===== src/hdl/assert_macros.svh =====
// Assertion shorthands for the files that check their own logic.
// Each expects a clock named clk and an active-low reset named rst_n in scope.
`ifndef ASSERT_MACROS_SVH
`define ASSERT_MACROS_SVH

// The antecedent implies the consequent in the same cycle.
`define ASSERT_IMPL(label, ante, cons, msg) \
  label: assert property (@(posedge clk) disable iff (!rst_n) (ante) |-> (cons)) \
    else $error(msg);

// The antecedent implies the consequent in the next cycle.
`define ASSERT_NEXT(label, ante, cons, msg) \
  label: assert property (@(posedge clk) disable iff (!rst_n) (ante) |=> (cons)) \
    else $error(msg);

`endif


===== src/hdl/bdt_pkg.sv =====
package bdt_pkg;

  localparam int ACC_W = 40;
  localparam int GAP_W = 17;
  localparam int OFF_W = 16;
  localparam int REF_W = 16;

  localparam logic ACT_BEGIN = 1'b0;
  localparam logic ACT_TERM  = 1'b1;

  localparam logic [1:0] DIR_LESS    = 2'd0;
  localparam logic [1:0] DIR_EQUAL   = 2'd1;
  localparam logic [1:0] DIR_GREATER = 2'd2;
  localparam logic [1:0] DIR_ANY     = 2'd3;

  localparam logic [1:0] RSN_HELD     = 2'd0;
  localparam logic [1:0] RSN_VIOLATED = 2'd1;
  localparam logic [1:0] RSN_MISMATCH = 2'd2;
  localparam logic [1:0] RSN_COUNTS   = 2'd3;

  localparam logic signed [ACC_W-1:0] ACC_MAX = {1'b0, {(ACC_W-1){1'b1}}};
  localparam logic signed [ACC_W-1:0] ACC_MIN = {1'b1, {(ACC_W-1){1'b0}}};

  // Classified request as it travels from the front end to the back end.
  typedef struct packed {
    logic                    is_term;
    logic                    last_t;
    logic                    last_sub;
    logic                    counts;
    logic                    mismatch;
    logic signed [GAP_W-1:0] gap;
  } bdt_ctrl_t;

  // Back end status seen by the top level.
  typedef struct packed {
    logic emit;
    logic decided;
    logic counts;
  } bdt_stat_t;

  // Saturates a value two bits wider than the accumulator to its range.
  function automatic logic signed [ACC_W-1:0] sat_acc(input logic signed [ACC_W+1:0] v);
    if (v[ACC_W+1:ACC_W-1] == 3'b000 || v[ACC_W+1:ACC_W-1] == 3'b111) begin
      return v[ACC_W-1:0];
    end
    return v[ACC_W+1] ? ACC_MIN : ACC_MAX;
  endfunction

endpackage


===== src/hdl/bdt_if.sv =====
interface bdt_in_if #(
  parameter int COEFF_WIDTH = 16,
  parameter int COUNT_WIDTH = 16
);
  logic                                valid;
  logic                                ready;
  logic                                action;
  logic signed [bdt_pkg::OFF_W-1:0]    first_offset;
  logic signed [bdt_pkg::OFF_W-1:0]    second_offset;
  logic        [bdt_pkg::REF_W-1:0]    first_index_ref;
  logic        [bdt_pkg::REF_W-1:0]    second_index_ref;
  logic                                counts_differ;
  logic signed [COEFF_WIDTH-1:0]       first_coeff;
  logic signed [COEFF_WIDTH-1:0]       second_coeff;
  logic        [COUNT_WIDTH-1:0]       trip_count;
  logic        [1:0]                   direction;
  logic                                last_term;
  logic                                last_subscript;

  modport source (
    output valid, action, first_offset, second_offset, first_index_ref,
           second_index_ref, counts_differ, first_coeff, second_coeff,
           trip_count, direction, last_term, last_subscript,
    input  ready
  );
  modport sink (
    input  valid, action, first_offset, second_offset, first_index_ref,
           second_index_ref, counts_differ, first_coeff, second_coeff,
           trip_count, direction, last_term, last_subscript,
    output ready
  );
endinterface

interface bdt_out_if;
  logic       valid;
  logic       ready;
  logic       dependent;
  logic [1:0] reason;

  modport source (output valid, dependent, reason, input ready);
  modport sink (input valid, dependent, reason, output ready);
endinterface


===== src/hdl/bdt_front.sv =====
module bdt_front #(
  parameter int COEFF_WIDTH = 16,
  parameter int COUNT_WIDTH = 16
) (
  bdt_in_if.sink                        in_ch,
  input  logic                          q_full,
  output logic                          push,
  output bdt_pkg::bdt_ctrl_t            ctrl,
  output logic        [COEFF_WIDTH:0]   m_lo,
  output logic        [COEFF_WIDTH:0]   m_hi,
  output logic signed [COUNT_WIDTH:0]   t,
  output logic signed [COEFF_WIDTH+2:0] c_lo,
  output logic signed [COEFF_WIDTH+2:0] c_hi
);
  import bdt_pkg::*;

  localparam int XW = COEFF_WIDTH + 3;

  function automatic logic signed [XW-1:0] pos_x(input logic signed [XW-1:0] v);
    return (v > 0) ? v : '0;
  endfunction

  function automatic logic signed [XW-1:0] neg_x(input logic signed [XW-1:0] v);
    return (v < 0) ? -v : '0;
  endfunction

  logic signed [XW-1:0]          a, b, pa, na, pb, nb, d, e, mlx, mhx, clx, chx;
  logic signed [COUNT_WIDTH:0]   u_x;
  logic                          is_term;

  assign in_ch.ready = !q_full;
  assign push        = in_ch.valid && !q_full;
  assign is_term     = (in_ch.action == ACT_TERM);

  always_comb begin
    ctrl.is_term  = is_term;
    ctrl.last_t   = is_term && (in_ch.last_term || in_ch.last_subscript);
    ctrl.last_sub = is_term && in_ch.last_subscript;
    ctrl.counts   = in_ch.counts_differ;
    ctrl.mismatch = (in_ch.first_index_ref != in_ch.second_index_ref);
    ctrl.gap      = GAP_W'(in_ch.second_offset) - GAP_W'(in_ch.first_offset);
  end

  // Each direction becomes one product magnitude per bound, a shared
  // multiplier (U or U - 1) and a small additive correction per bound.
  always_comb begin
    a   = XW'(in_ch.first_coeff);
    b   = XW'(in_ch.second_coeff);
    pa  = pos_x(a);
    na  = neg_x(a);
    pb  = pos_x(b);
    nb  = neg_x(b);
    u_x = $signed({1'b0, in_ch.trip_count});
    d   = '0;
    e   = '0;
    case (in_ch.direction)
      DIR_LESS: begin
        d   = na + b;
        e   = pa - b;
        mlx = pos_x(d);
        clx = neg_x(d) + pa - b;
        mhx = pos_x(e);
        chx = -(neg_x(e) + na) - b;
        t   = u_x - (COUNT_WIDTH+1)'(1);
      end
      DIR_EQUAL: begin
        d   = a - b;
        mlx = neg_x(d);
        clx = pos_x(d);
        mhx = pos_x(d);
        chx = -neg_x(d);
        t   = u_x;
      end
      DIR_GREATER: begin
        d   = a - pb;
        e   = a - nb;
        mlx = neg_x(d);
        clx = pos_x(d) + nb + a;
        mhx = pos_x(e);
        chx = neg_x(e) + pb + a;
        t   = u_x - (COUNT_WIDTH+1)'(1);
      end
      default: begin
        mlx = na + pb;
        clx = pa + nb;
        mhx = pa + nb;
        chx = -(na + pb);
        t   = u_x;
      end
    endcase
    if (!is_term) begin
      mlx = '0;
      mhx = '0;
      clx = '0;
      chx = '0;
    end
    m_lo = mlx[COEFF_WIDTH:0];
    m_hi = mhx[COEFF_WIDTH:0];
    c_lo = clx;
    c_hi = chx;
  end

endmodule


===== src/hdl/bdt_queue.sv =====
module bdt_queue #(
  parameter int DW    = 8,
  parameter int DEPTH = 4
) (
  input  logic               clk,
  input  logic               rst_n,
  input  logic               push,
  input  bdt_pkg::bdt_ctrl_t push_ctrl,
  input  logic [DW-1:0]      push_data,
  output logic               full,
  input  logic               pop,
  output logic               valid,
  output bdt_pkg::bdt_ctrl_t ctrl,
  output logic [DW-1:0]      data
);
  import bdt_pkg::*;

  // DEPTH is a power of two so that the pointers wrap on their own.
  localparam int AW = $clog2(DEPTH);
  localparam int CW = $clog2(DEPTH + 1);

  bdt_ctrl_t         ctrl_r [DEPTH];
  logic [DW-1:0]     data_r [DEPTH];
  logic [AW-1:0]     wr_ptr_r, rd_ptr_r;
  logic [CW-1:0]     cnt_r;
  logic              do_pop;

  assign full   = (cnt_r == CW'(DEPTH));
  assign valid  = (cnt_r != '0);
  assign do_pop = pop && valid;
  assign ctrl   = ctrl_r[rd_ptr_r];
  assign data   = data_r[rd_ptr_r];

  always_ff @(posedge clk) begin
    if (!rst_n) begin
      wr_ptr_r <= '0;
      rd_ptr_r <= '0;
      cnt_r    <= '0;
    end else begin
      if (push) begin
        wr_ptr_r <= wr_ptr_r + 1'b1;
      end
      if (do_pop) begin
        rd_ptr_r <= rd_ptr_r + 1'b1;
      end
      if (push && !do_pop) begin
        cnt_r <= cnt_r + 1'b1;
      end else if (do_pop && !push) begin
        cnt_r <= cnt_r - 1'b1;
      end
    end
  end

  always_ff @(posedge clk) begin
    if (push) begin
      ctrl_r[wr_ptr_r] <= push_ctrl;
      data_r[wr_ptr_r] <= push_data;
    end
  end

endmodule


===== src/hdl/bdt_back.sv =====
module bdt_back #(
  parameter int COEFF_WIDTH = 16,
  parameter int COUNT_WIDTH = 16
) (
  input  logic                          clk,
  input  logic                          rst_n,
  input  logic                          q_valid,
  input  bdt_pkg::bdt_ctrl_t            q_ctrl,
  input  logic        [COEFF_WIDTH:0]   q_m_lo,
  input  logic        [COEFF_WIDTH:0]   q_m_hi,
  input  logic signed [COUNT_WIDTH:0]   q_t,
  input  logic signed [COEFF_WIDTH+2:0] q_c_lo,
  input  logic signed [COEFF_WIDTH+2:0] q_c_hi,
  output logic                          q_pop,
  bdt_out_if.source                     out_ch,
  output bdt_pkg::bdt_stat_t            stat
);
  import bdt_pkg::*;

  localparam int PW = COEFF_WIDTH + COUNT_WIDTH + 3;
  localparam int EW = (PW > ACC_W + 2) ? PW : ACC_W + 2;

  function automatic logic signed [ACC_W-1:0] sat_prod(input logic signed [PW-1:0] p);
    logic signed [EW-1:0] x;
    x = EW'(p);
    if (x[EW-1:ACC_W-1] == '0 || x[EW-1:ACC_W-1] == '1) begin
      return x[ACC_W-1:0];
    end
    return x[EW-1] ? ACC_MIN : ACC_MAX;
  endfunction

  logic                          adv;
  // Stage 1: products.
  logic                          s1_v_r;
  bdt_ctrl_t                     s1_ctrl_r;
  logic signed [PW-1:0]          s1_plo_r, s1_phi_r;
  logic signed [COEFF_WIDTH+2:0] s1_clo_r, s1_chi_r;
  // Stage 2: saturated bounds of one term.
  logic                          s2_v_r;
  bdt_ctrl_t                     s2_ctrl_r;
  logic signed [ACC_W-1:0]       s2_lo_r, s2_hi_r;
  logic signed [ACC_W-1:0]       lo_term, hi_term;
  // Stage 3: test state and result register.
  logic signed [ACC_W-1:0]       lo_sum_r, hi_sum_r, lo_sum_nxt, hi_sum_nxt;
  logic signed [GAP_W-1:0]       gap_r, gap_nxt;
  logic signed [ACC_W-1:0]       gap_ext;
  logic                          decided_r, decided_nxt;
  logic [1:0]                    reason_r, reason_nxt;
  logic                          counts_r, counts_nxt;
  logic                          emit;
  logic                          out_valid_r;
  logic                          out_dep_r, out_dep_nxt;
  logic [1:0]                    out_rsn_r, out_rsn_nxt;

  assign adv   = !out_valid_r || out_ch.ready;
  assign q_pop = adv && q_valid;

  always_comb begin
    lo_term = sat_acc(-((ACC_W+2)'(sat_prod(s1_plo_r))) + (ACC_W+2)'(s1_clo_r));
    hi_term = sat_acc((ACC_W+2)'(sat_prod(s1_phi_r)) + (ACC_W+2)'(s1_chi_r));
  end

  always_ff @(posedge clk) begin
    if (!rst_n) begin
      s1_v_r <= 1'b0;
      s2_v_r <= 1'b0;
    end else if (adv) begin
      s1_v_r <= q_valid;
      s2_v_r <= s1_v_r;
    end
  end

  always_ff @(posedge clk) begin
    if (adv) begin
      s1_ctrl_r <= q_ctrl;
      s1_plo_r  <= PW'($signed({1'b0, q_m_lo})) * PW'(q_t);
      s1_phi_r  <= PW'($signed({1'b0, q_m_hi})) * PW'(q_t);
      s1_clo_r  <= q_c_lo;
      s1_chi_r  <= q_c_hi;
      s2_ctrl_r <= s1_ctrl_r;
      s2_lo_r   <= lo_term;
      s2_hi_r   <= hi_term;
    end
  end

  always_comb begin
    lo_sum_nxt  = lo_sum_r;
    hi_sum_nxt  = hi_sum_r;
    gap_nxt     = gap_r;
    decided_nxt = decided_r;
    reason_nxt  = reason_r;
    counts_nxt  = counts_r;
    emit        = 1'b0;
    gap_ext     = ACC_W'(gap_r);
    if (adv && s2_v_r) begin
      counts_nxt = counts_r || s2_ctrl_r.counts;
      if (!s2_ctrl_r.is_term) begin
        gap_nxt    = s2_ctrl_r.gap;
        lo_sum_nxt = '0;
        hi_sum_nxt = '0;
        if (!decided_r && s2_ctrl_r.mismatch) begin
          decided_nxt = 1'b1;
          reason_nxt  = RSN_MISMATCH;
        end
      end else begin
        lo_sum_nxt = sat_acc((ACC_W+2)'(lo_sum_r) + (ACC_W+2)'(s2_lo_r));
        hi_sum_nxt = sat_acc((ACC_W+2)'(hi_sum_r) + (ACC_W+2)'(s2_hi_r));
        if (s2_ctrl_r.last_t && !decided_r &&
            !(lo_sum_nxt <= gap_ext && gap_ext <= hi_sum_nxt)) begin
          decided_nxt = 1'b1;
          reason_nxt  = RSN_VIOLATED;
        end
        emit = s2_ctrl_r.last_sub;
      end
    end
    out_dep_nxt = !(!counts_nxt && decided_nxt && reason_nxt == RSN_VIOLATED);
    out_rsn_nxt = counts_nxt ? RSN_COUNTS : (decided_nxt ? reason_nxt : RSN_HELD);
    if (emit) begin
      lo_sum_nxt  = '0;
      hi_sum_nxt  = '0;
      gap_nxt     = '0;
      decided_nxt = 1'b0;
      reason_nxt  = RSN_HELD;
      counts_nxt  = 1'b0;
    end
  end

  always_ff @(posedge clk) begin
    if (!rst_n) begin
      lo_sum_r    <= '0;
      hi_sum_r    <= '0;
      gap_r       <= '0;
      decided_r   <= 1'b0;
      reason_r    <= RSN_HELD;
      counts_r    <= 1'b0;
      out_valid_r <= 1'b0;
    end else begin
      lo_sum_r  <= lo_sum_nxt;
      hi_sum_r  <= hi_sum_nxt;
      gap_r     <= gap_nxt;
      decided_r <= decided_nxt;
      reason_r  <= reason_nxt;
      counts_r  <= counts_nxt;
      if (adv) begin
        out_valid_r <= emit;
      end
    end
  end

  always_ff @(posedge clk) begin
    if (emit) begin
      out_dep_r <= out_dep_nxt;
      out_rsn_r <= out_rsn_nxt;
    end
  end

  assign out_ch.valid     = out_valid_r;
  assign out_ch.dependent = out_dep_r;
  assign out_ch.reason    = out_rsn_r;

  assign stat.emit    = emit;
  assign stat.decided = decided_r;
  assign stat.counts  = counts_r;

endmodule


===== src/hdl/banerjee_dependence_test_top.sv =====
// Banerjee inequality test for two array references under one direction vector.
// Requests arrive on in_ch: a begin request per subscript pair (offsets, index
// identities), then one term request per loop level (coefficients, trip count,
// direction). On the term request flagged last_subscript one verdict leaves on
// out_ch as a single request carrying dependent and reason.
// Both channels use valid/ready; a request moves when both are high.
// Throughput is one request per cycle, sustained, while the receiver takes each
// verdict as it is presented. A closing term request passes through the queue,
// the product stage and the bound stage, after which the accumulate step and
// the verdict register load together; the accumulate step is the only loop
// and closes through its own registers.
// Reset (synchronous, rst_n low) empties the queue and the pipeline, clears the
// sums, the offset gap, the held decision and the subscript-count flag.
// If the receiver holds out_ch.ready low, the verdict stays in its output
// register, the back end pauses and the four-entry queue keeps taking
// requests until it fills; only then does in_ch.ready fall.
`include "assert_macros.svh"

module banerjee_dependence_test_top #(
  parameter int COEFF_WIDTH = 16,
  parameter int COUNT_WIDTH = 16
) (
  input  logic       clk,
  input  logic       rst_n,
  bdt_in_if.sink     in_ch,
  bdt_out_if.source  out_ch
);
  import bdt_pkg::*;

  // Operand bundle between the front and back ends: two product magnitudes,
  // the shared multiplier and two corrections.
  localparam int DW = 2 * (COEFF_WIDTH + 1) + (COUNT_WIDTH + 1) + 2 * (COEFF_WIDTH + 3);

  logic                          f_push;
  bdt_ctrl_t                     f_ctrl;
  logic        [COEFF_WIDTH:0]   f_m_lo, f_m_hi;
  logic signed [COUNT_WIDTH:0]   f_t;
  logic signed [COEFF_WIDTH+2:0] f_c_lo, f_c_hi;

  logic                          q_full, q_valid, q_pop;
  bdt_ctrl_t                     q_ctrl;
  logic [DW-1:0]                 q_data;
  logic        [COEFF_WIDTH:0]   q_m_lo, q_m_hi;
  logic signed [COUNT_WIDTH:0]   q_t;
  logic signed [COEFF_WIDTH+2:0] q_c_lo, q_c_hi;

  bdt_stat_t                     back_stat;

  // The front end classifies each request by its direction and forms the
  // operands of the two bounds; nothing in it waits on earlier requests.
  bdt_front #(
    .COEFF_WIDTH (COEFF_WIDTH),
    .COUNT_WIDTH (COUNT_WIDTH)
  ) u_front (
    .in_ch  (in_ch),
    .q_full (q_full),
    .push   (f_push),
    .ctrl   (f_ctrl),
    .m_lo   (f_m_lo),
    .m_hi   (f_m_hi),
    .t      (f_t),
    .c_lo   (f_c_lo),
    .c_hi   (f_c_hi)
  );

  // A short queue lets the front end keep taking requests while the result
  // side is stalled.
  bdt_queue #(
    .DW    (DW),
    .DEPTH (4)
  ) u_queue (
    .clk       (clk),
    .rst_n     (rst_n),
    .push      (f_push),
    .push_ctrl (f_ctrl),
    .push_data ({f_m_lo, f_m_hi, f_t, f_c_lo, f_c_hi}),
    .full      (q_full),
    .pop       (q_pop),
    .valid     (q_valid),
    .ctrl      (q_ctrl),
    .data      (q_data)
  );

  assign {q_m_lo, q_m_hi, q_t, q_c_lo, q_c_hi} = q_data;

  // The back end multiplies, saturates and accumulates, keeps the decision
  // and drives the verdict register.
  bdt_back #(
    .COEFF_WIDTH (COEFF_WIDTH),
    .COUNT_WIDTH (COUNT_WIDTH)
  ) u_back (
    .clk     (clk),
    .rst_n   (rst_n),
    .q_valid (q_valid),
    .q_ctrl  (q_ctrl),
    .q_m_lo  (q_m_lo),
    .q_m_hi  (q_m_hi),
    .q_t     (q_t),
    .q_c_lo  (q_c_lo),
    .q_c_hi  (q_c_hi),
    .q_pop   (q_pop),
    .out_ch  (out_ch),
    .stat    (back_stat)
  );

  // A verdict decided in the back end is presented in the following cycle.
  `ASSERT_NEXT(a_emit_shows, back_stat.emit, out_ch.valid, "verdict not presented")
  // Once a verdict has gone out the test state is back at its reset value.
  `ASSERT_NEXT(a_emit_clears, back_stat.emit, !back_stat.decided && !back_stat.counts, "state not cleared after verdict")
  // A new verdict only ever follows a closing term in the back end.
  `ASSERT_IMPL(a_out_origin, $rose(out_ch.valid), $past(back_stat.emit), "verdict without closing term")

endmodule


===== src/flat_wrapper.sv =====
// flat-port wrapper written by rule: the top's interface ports become plain ports
module banerjee_dependence_test_top_flat import bdt_pkg::*;
#(
  parameter int COEFF_WIDTH = 16,
  parameter int COUNT_WIDTH = 16
)
  (clk, rst_n, in_ch_valid, in_ch_action, in_ch_first_offset, in_ch_second_offset, in_ch_first_index_ref, in_ch_second_index_ref, in_ch_counts_differ, in_ch_first_coeff, in_ch_second_coeff, in_ch_trip_count, in_ch_direction, in_ch_last_term, in_ch_last_subscript, in_ch_ready, out_ch_valid, out_ch_dependent, out_ch_reason, out_ch_ready);
  bdt_in_if #(.COEFF_WIDTH(COEFF_WIDTH), .COUNT_WIDTH(COUNT_WIDTH)) in_ch_i ();
  bdt_out_if out_ch_i ();
  input  logic clk;
  input  logic rst_n;
  input wire logic [$bits(in_ch_i.valid)-1:0] in_ch_valid;
  input wire logic [$bits(in_ch_i.action)-1:0] in_ch_action;
  input wire logic [$bits(in_ch_i.first_offset)-1:0] in_ch_first_offset;
  input wire logic [$bits(in_ch_i.second_offset)-1:0] in_ch_second_offset;
  input wire logic [$bits(in_ch_i.first_index_ref)-1:0] in_ch_first_index_ref;
  input wire logic [$bits(in_ch_i.second_index_ref)-1:0] in_ch_second_index_ref;
  input wire logic [$bits(in_ch_i.counts_differ)-1:0] in_ch_counts_differ;
  input wire logic [$bits(in_ch_i.first_coeff)-1:0] in_ch_first_coeff;
  input wire logic [$bits(in_ch_i.second_coeff)-1:0] in_ch_second_coeff;
  input wire logic [$bits(in_ch_i.trip_count)-1:0] in_ch_trip_count;
  input wire logic [$bits(in_ch_i.direction)-1:0] in_ch_direction;
  input wire logic [$bits(in_ch_i.last_term)-1:0] in_ch_last_term;
  input wire logic [$bits(in_ch_i.last_subscript)-1:0] in_ch_last_subscript;
  output wire logic [$bits(in_ch_i.ready)-1:0] in_ch_ready;
  output wire logic [$bits(out_ch_i.valid)-1:0] out_ch_valid;
  output wire logic [$bits(out_ch_i.dependent)-1:0] out_ch_dependent;
  output wire logic [$bits(out_ch_i.reason)-1:0] out_ch_reason;
  input wire logic [$bits(out_ch_i.ready)-1:0] out_ch_ready;
  assign in_ch_i.valid = in_ch_valid;
  assign in_ch_i.action = in_ch_action;
  assign in_ch_i.first_offset = in_ch_first_offset;
  assign in_ch_i.second_offset = in_ch_second_offset;
  assign in_ch_i.first_index_ref = in_ch_first_index_ref;
  assign in_ch_i.second_index_ref = in_ch_second_index_ref;
  assign in_ch_i.counts_differ = in_ch_counts_differ;
  assign in_ch_i.first_coeff = in_ch_first_coeff;
  assign in_ch_i.second_coeff = in_ch_second_coeff;
  assign in_ch_i.trip_count = in_ch_trip_count;
  assign in_ch_i.direction = in_ch_direction;
  assign in_ch_i.last_term = in_ch_last_term;
  assign in_ch_i.last_subscript = in_ch_last_subscript;
  assign in_ch_ready = in_ch_i.ready;
  assign out_ch_valid = out_ch_i.valid;
  assign out_ch_dependent = out_ch_i.dependent;
  assign out_ch_reason = out_ch_i.reason;
  assign out_ch_i.ready = out_ch_ready;
  banerjee_dependence_test_top #(.COEFF_WIDTH(COEFF_WIDTH), .COUNT_WIDTH(COUNT_WIDTH)) u_core (.clk(clk), .rst_n(rst_n), .in_ch(in_ch_i), .out_ch(out_ch_i));
endmodule

===== config.mk =====
export PLATFORM = sky130hd
export DESIGN_NAME = banerjee_dependence_test_top_flat
export DESIGN_NICKNAME = d
export VERILOG_FILES = /design/src/hdl/bdt_pkg.sv /design/src/hdl/bdt_if.sv /design/src/hdl/bdt_front.sv /design/src/hdl/bdt_queue.sv /design/src/hdl/bdt_back.sv /design/src/hdl/banerjee_dependence_test_top.sv /design/src/flat_wrapper.sv
export VERILOG_INCLUDE_DIRS = /design/src /design/src/hdl
export SDC_FILE = /design/constraint.sdc
export NUM_CORES = 2
export LEC_CHECK = 0
export ABC_AREA = 1
export BUFFER_PORTS_ARGS = -buffer_cell sky130_fd_sc_hd__buf_2
export CAP_MARGIN = 20
export CORE_ASPECT_RATIO = 0.5
export CORE_MARGIN = 3
export CORE_UTILIZATION = 39
export CTS_CLUSTER_DIAMETER = 30
export DETAILED_ROUTE_END_ITERATION = 16
export GPL_TIMING_DRIVEN = 0
export PLACE_DENSITY_LB_ADDON = 0.3
export SYNTH_ARGS = -nofsm -noshare
export SYNTH_HDL_FRONTEND = slang
export SYNTH_SLANG_ARGS = --single-unit

===== constraint.sdc =====
create_clock -name clk -period 11.1 [get_ports clk]
set_clock_uncertainty 0.05 [all_clocks]
set_input_delay 1.11 -clock clk [delete_from_list [all_inputs] [get_ports clk]]
set_output_delay 1.11 -clock clk [all_outputs]
set_load 0.02 [all_outputs]

==> key figures <==
Run status
  – Status: finished with violations
  – Failing checks: slew limit

Clock tree
  – CTS sink count: 792
  – Reg clk slew, reported paths: 50 ps
  – Clock Latency Late Sink: between 700 and 800 ps
  – H-tree depth: 4
  – Clk root buf: clkbuf_16
  – # resized after CTS: 0
  – # hold bufs at CTS: 0
  – Post-CTS setup buffers: 0
  – Maximum clock path buffer count: 3
  – CTS buffer count: between 100 and 150
  – TritonCTS clock tree: yes

Detailed routing
  – Vias/cell: ~5.4
  – Iteration-0 DRC Markers: 6634
  – Routed len/inst: ~21 um
  – Drt total wl: 266.6 mm
  – Drt first pass iters: 8
  – Antenna Violating Nets Remaining: 0
  – Via Count: 67.70k
  – DRC viols: 0

Yosys
  – Mux share of post-synthesis cell area: 0%
  – Compound-cell area share of the yosys netlist: approximately 13%
  – Synth Area in Adders: around 26%
  – Post-synth ARST share: 0%
  – Yosys reg bits: 792
  – Cell Area, Synth: about 0.078 sq mm
  – Post-synthesis xor/xnor area fraction: 3.699%
  – Yosys warns: 0
  – Synth unique cells: 80
  – Synth area leaders: edfxtp_1, fa_1, ha_1
  – Syn Inst Count: roughly 9.6k
  – Largest family of logic cells by synthesized area: adder cells
  – Sequential element share of the synthesized area: around 29%
  – Top_reg_cell synth: edfxtp_1
  – Post-synth top area cell: edfxtp_1
  – Synth Area in Simple Gates: 20.00%
  – Yosys top cell area share: 26.27%
  – Syn avg cell area: between 8 and 9 sq um
  – Number of synthesized flops with an enable pin: between 600 and 700

Timing
  – Tightest Pin Transition: slightly below 2000 ps
  – Final setup margin: approximately 1500 ps
  – Slew Limit Fails: 3
  – Period minus WS final: 9605 ps
  – RSZ-0062 raised after global routing: false
  – Final setup vio count: 0
  – Post-route clock period utilization: around 87%
  – Setup TNS: 0 ps
  – Tightest hold margin: between 300 and 400 ps
  – Fmax: 104.1 MHz
  – Final hold violations: 0
  – Worst slew margin: -31.15%

Critical path
  – Worst endpoint data arrival time: 9890 ps
  – Reg2Reg Setup Slack: between 1500 and 2000 ps
  – Crit path top cell by count: nand2_1
  – Crit-path max FO: 10
  – Crit-path max cell delay: approximately 630 ps
  – Critical Path RT: 11390 ps
  – CP Capture Type: flip-flop
  – CP Launch Type: input port
  – Critical path class: in -> reg
  – CP max stage cell: o21ai_0

Global route
  – Largest net degree at the start of global routing: ~130
  – Total global routing overflow: 0
  – Vias in the first global route: around 65k
  – First-pass GRT wire length: between 300 and 400 mm
  – Initial antenna violation count: 11
  – GRT Util Overall: between 20 and 30%

Place
  – Hpwl dp: roughly 220 mm
  – Buffers on Ports: approximately 130
  – Worst slack, placed: between 900 and 1000 ps
  – Placer congestion estimate: about 1.1

Die
  – I/O Pins: 127
  – Die H: approximately 320 um
  – Die Wd: 636.9 um
  – DIE AREA: slightly above 0.2 sq mm
  – Initial core utilization: about 39%
  – Std cell rows: about 120
  – Core Area: just under 0.2 sq mm

Finish
  – Nets: between 10k and 15k
  – Synthesis-to-finish area growth: 12.50%
  – Fill cells: 19.56k
  – Util after Layout: 44.27%
  – Ratio of cells with drive above 1 in the final layout: approximately 6.3%

Job
  – Max-Cap Viols: 0

Worst hold path
  – Hold Path Class: reg -> reg
## state kept, by name (all words and copies together), names as in the netlist, 2 cells and up, named ones only
| signal | flops |
|---|---|
| u_core.u_back.gap_r | 17 |
| u_core.u_back.hi_sum_r | 40 |
| u_core.u_back.lo_sum_r | 40 |
| u_core.u_back.out_ch.reason | 2 |
| u_core.u_back.reason_r | 2 |
| u_core.u_back.s1_chi_r | 19 |
| u_core.u_back.s1_clo_r | 19 |
| u_core.u_back.s1_ctrl_r | 22 |
| u_core.u_back.s1_phi_r | 35 |
| u_core.u_back.s1_plo_r | 35 |
| u_core.u_back.s2_ctrl_r | 22 |
| u_core.u_back.s2_hi_r | 40 |
| u_core.u_back.s2_lo_r | 40 |
| u_core.u_queue.cnt_r | 3 |
| u_core.u_queue.ctrl_r | 88 |
| u_core.u_queue.data_r | 356 |
| u_core.u_queue.rd_ptr_r | 2 |
| u_core.u_queue.wr_ptr_r | 2 |
## stage by stage
| step | instance area [sq um] | std cells |
|---|---|---|
| finish | 87320 | 12650 |
| global route | 87320 | 12640 |
| CTS | 87250 | 12640 |
| detailed placement | 82250 | 12380 |
| global placement | 81650 | 12340 |
| floorplan | 77720 | 9586 |
## layout make-up
| type | instances | area [sq um] | share of cell area, % |
|---|---|---|---|
| timing repair buffer | 167 | 1247 | 1.429 |
| inverter | 1515 | 5702 | 6.529 |
| antenna | 4 | 10.01 | 0.01146 |
| sequential | 792 | 22650 | 25.94 |
| clock inverter | 105 | 1456 | 1.668 |
| tap | 2632 | 3293 | 3.771 |
| clock buffer | 151 | 3545 | 4.059 |
| multi-input combinational | 7028 | 48350 | 55.37 |
| buffer | 251 | 1066 | 1.221 |
## cells by family (layout without fill, tap and decap cells)
logic type / after synthesis / count (layout)
compound gates: 1696 / 1696
xor+xnor: 318 / 318
fa+ha+maj: 1281 / 1281
simple gates: 3704 / 3704
buf+inv: 1766 / 2189
other cells: 2 / 33
flops: 792 / 792
## routing by layer
metal  vias to the layer above  part of all wire (%)  routed length (um)  global-route usage, %
met4                         0                   5.3               14030                  12.45
li1                      32250                     -                   -                      -
met5                         -                     0                   0                      0
met2                      2670                    43              114400                  39.58
met1                     32240                    44              117600                  35.23
met3                       543                   7.7               20610                  3.897
## Yosys cell counts (53+ instances only)
library cell,n
inv_1,1479
fa_1,535
o22ai_1,63
a32oi_1,53
edfxtp_1,679
clkbuf_1,198
dfxtp_1,113
nor3_1,108
nand3_1,379
o21ai_0,522
nor2_1,953
xor2_1,161
a31oi_1,61
ha_1,746
nand4_1,112
nand2_1,1957
a21oi_1,695
xnor2_1,147
## final timing paths
kind	from	endpoint	cells after the start
setup reg to reg	flip-flop	u_core.u_back.s1_plo_r[34]	32
hold reg to reg	u_core.u_back.s1_ctrl_r[4]	u_core.u_back.s2_ctrl_r[4]	0
setup / recovery	in_ch_first_coeff[1]	u_core.u_queue.data_r[3][9]	49
hold / removal	u_core.u_back.s1_ctrl_r[4]	u_core.u_back.s2_ctrl_r[4]	0
## worst max-delay path, delay by kind of cell
kind,cells,cell delay (ps)
compound gates,5,1640
fa+ha+maj,6,2010
buf+inv,12,2050
simple gates,26,3050
## placed cells by master (no fill, tap or decap), types with 19 or more instances in the layout
cell type | Yosys | routed
or2_2 | 23 | 23
nor2_2 | 25 | 25
a31oi_1 | 61 | 61
o22ai_1 | 63 | 63
conb_1 | 2 | 29
edfxtp_1 | 679 | 679
nor4_1 | 26 | 26
o21ai_1 | 33 | 33
nor3_1 | 108 | 108
clkbuf_1 | 198 | 209
a21oi_1 | 695 | 695
inv_2 | 19 | 19
nor2_1 | 953 | 949
dfxtp_1 | 113 | 113
xor2_1 | 161 | 161
fa_1 | 535 | 535
nand3b_1 | 33 | 33
buf_2 | 19 | 148
a21oi_2 | 33 | 33
a32oi_1 | 53 | 52
inv_1 | 1479 | 1478
ha_1 | 746 | 746
bufinv_16 | 0 | 22
a21o_1 | 25 | 25
o21bai_1 | 36 | 36
o21a_1 | 28 | 28
nand3_1 | 379 | 379
xnor2_1 | 147 | 147
o21ai_0 | 522 | 522
clkinv_1 | 13 | 26
o211ai_1 | 23 | 23
a21boi_0 | 26 | 26
clkbuf_16 | 0 | 140
nand4_1 | 112 | 112
nand2_1 | 1957 | 1957
inv_6 | 0 | 19
Power is left out: the tool's default activity adds up to more than one toggle a clock period on the data nets, which glitch-free logic cannot reach.
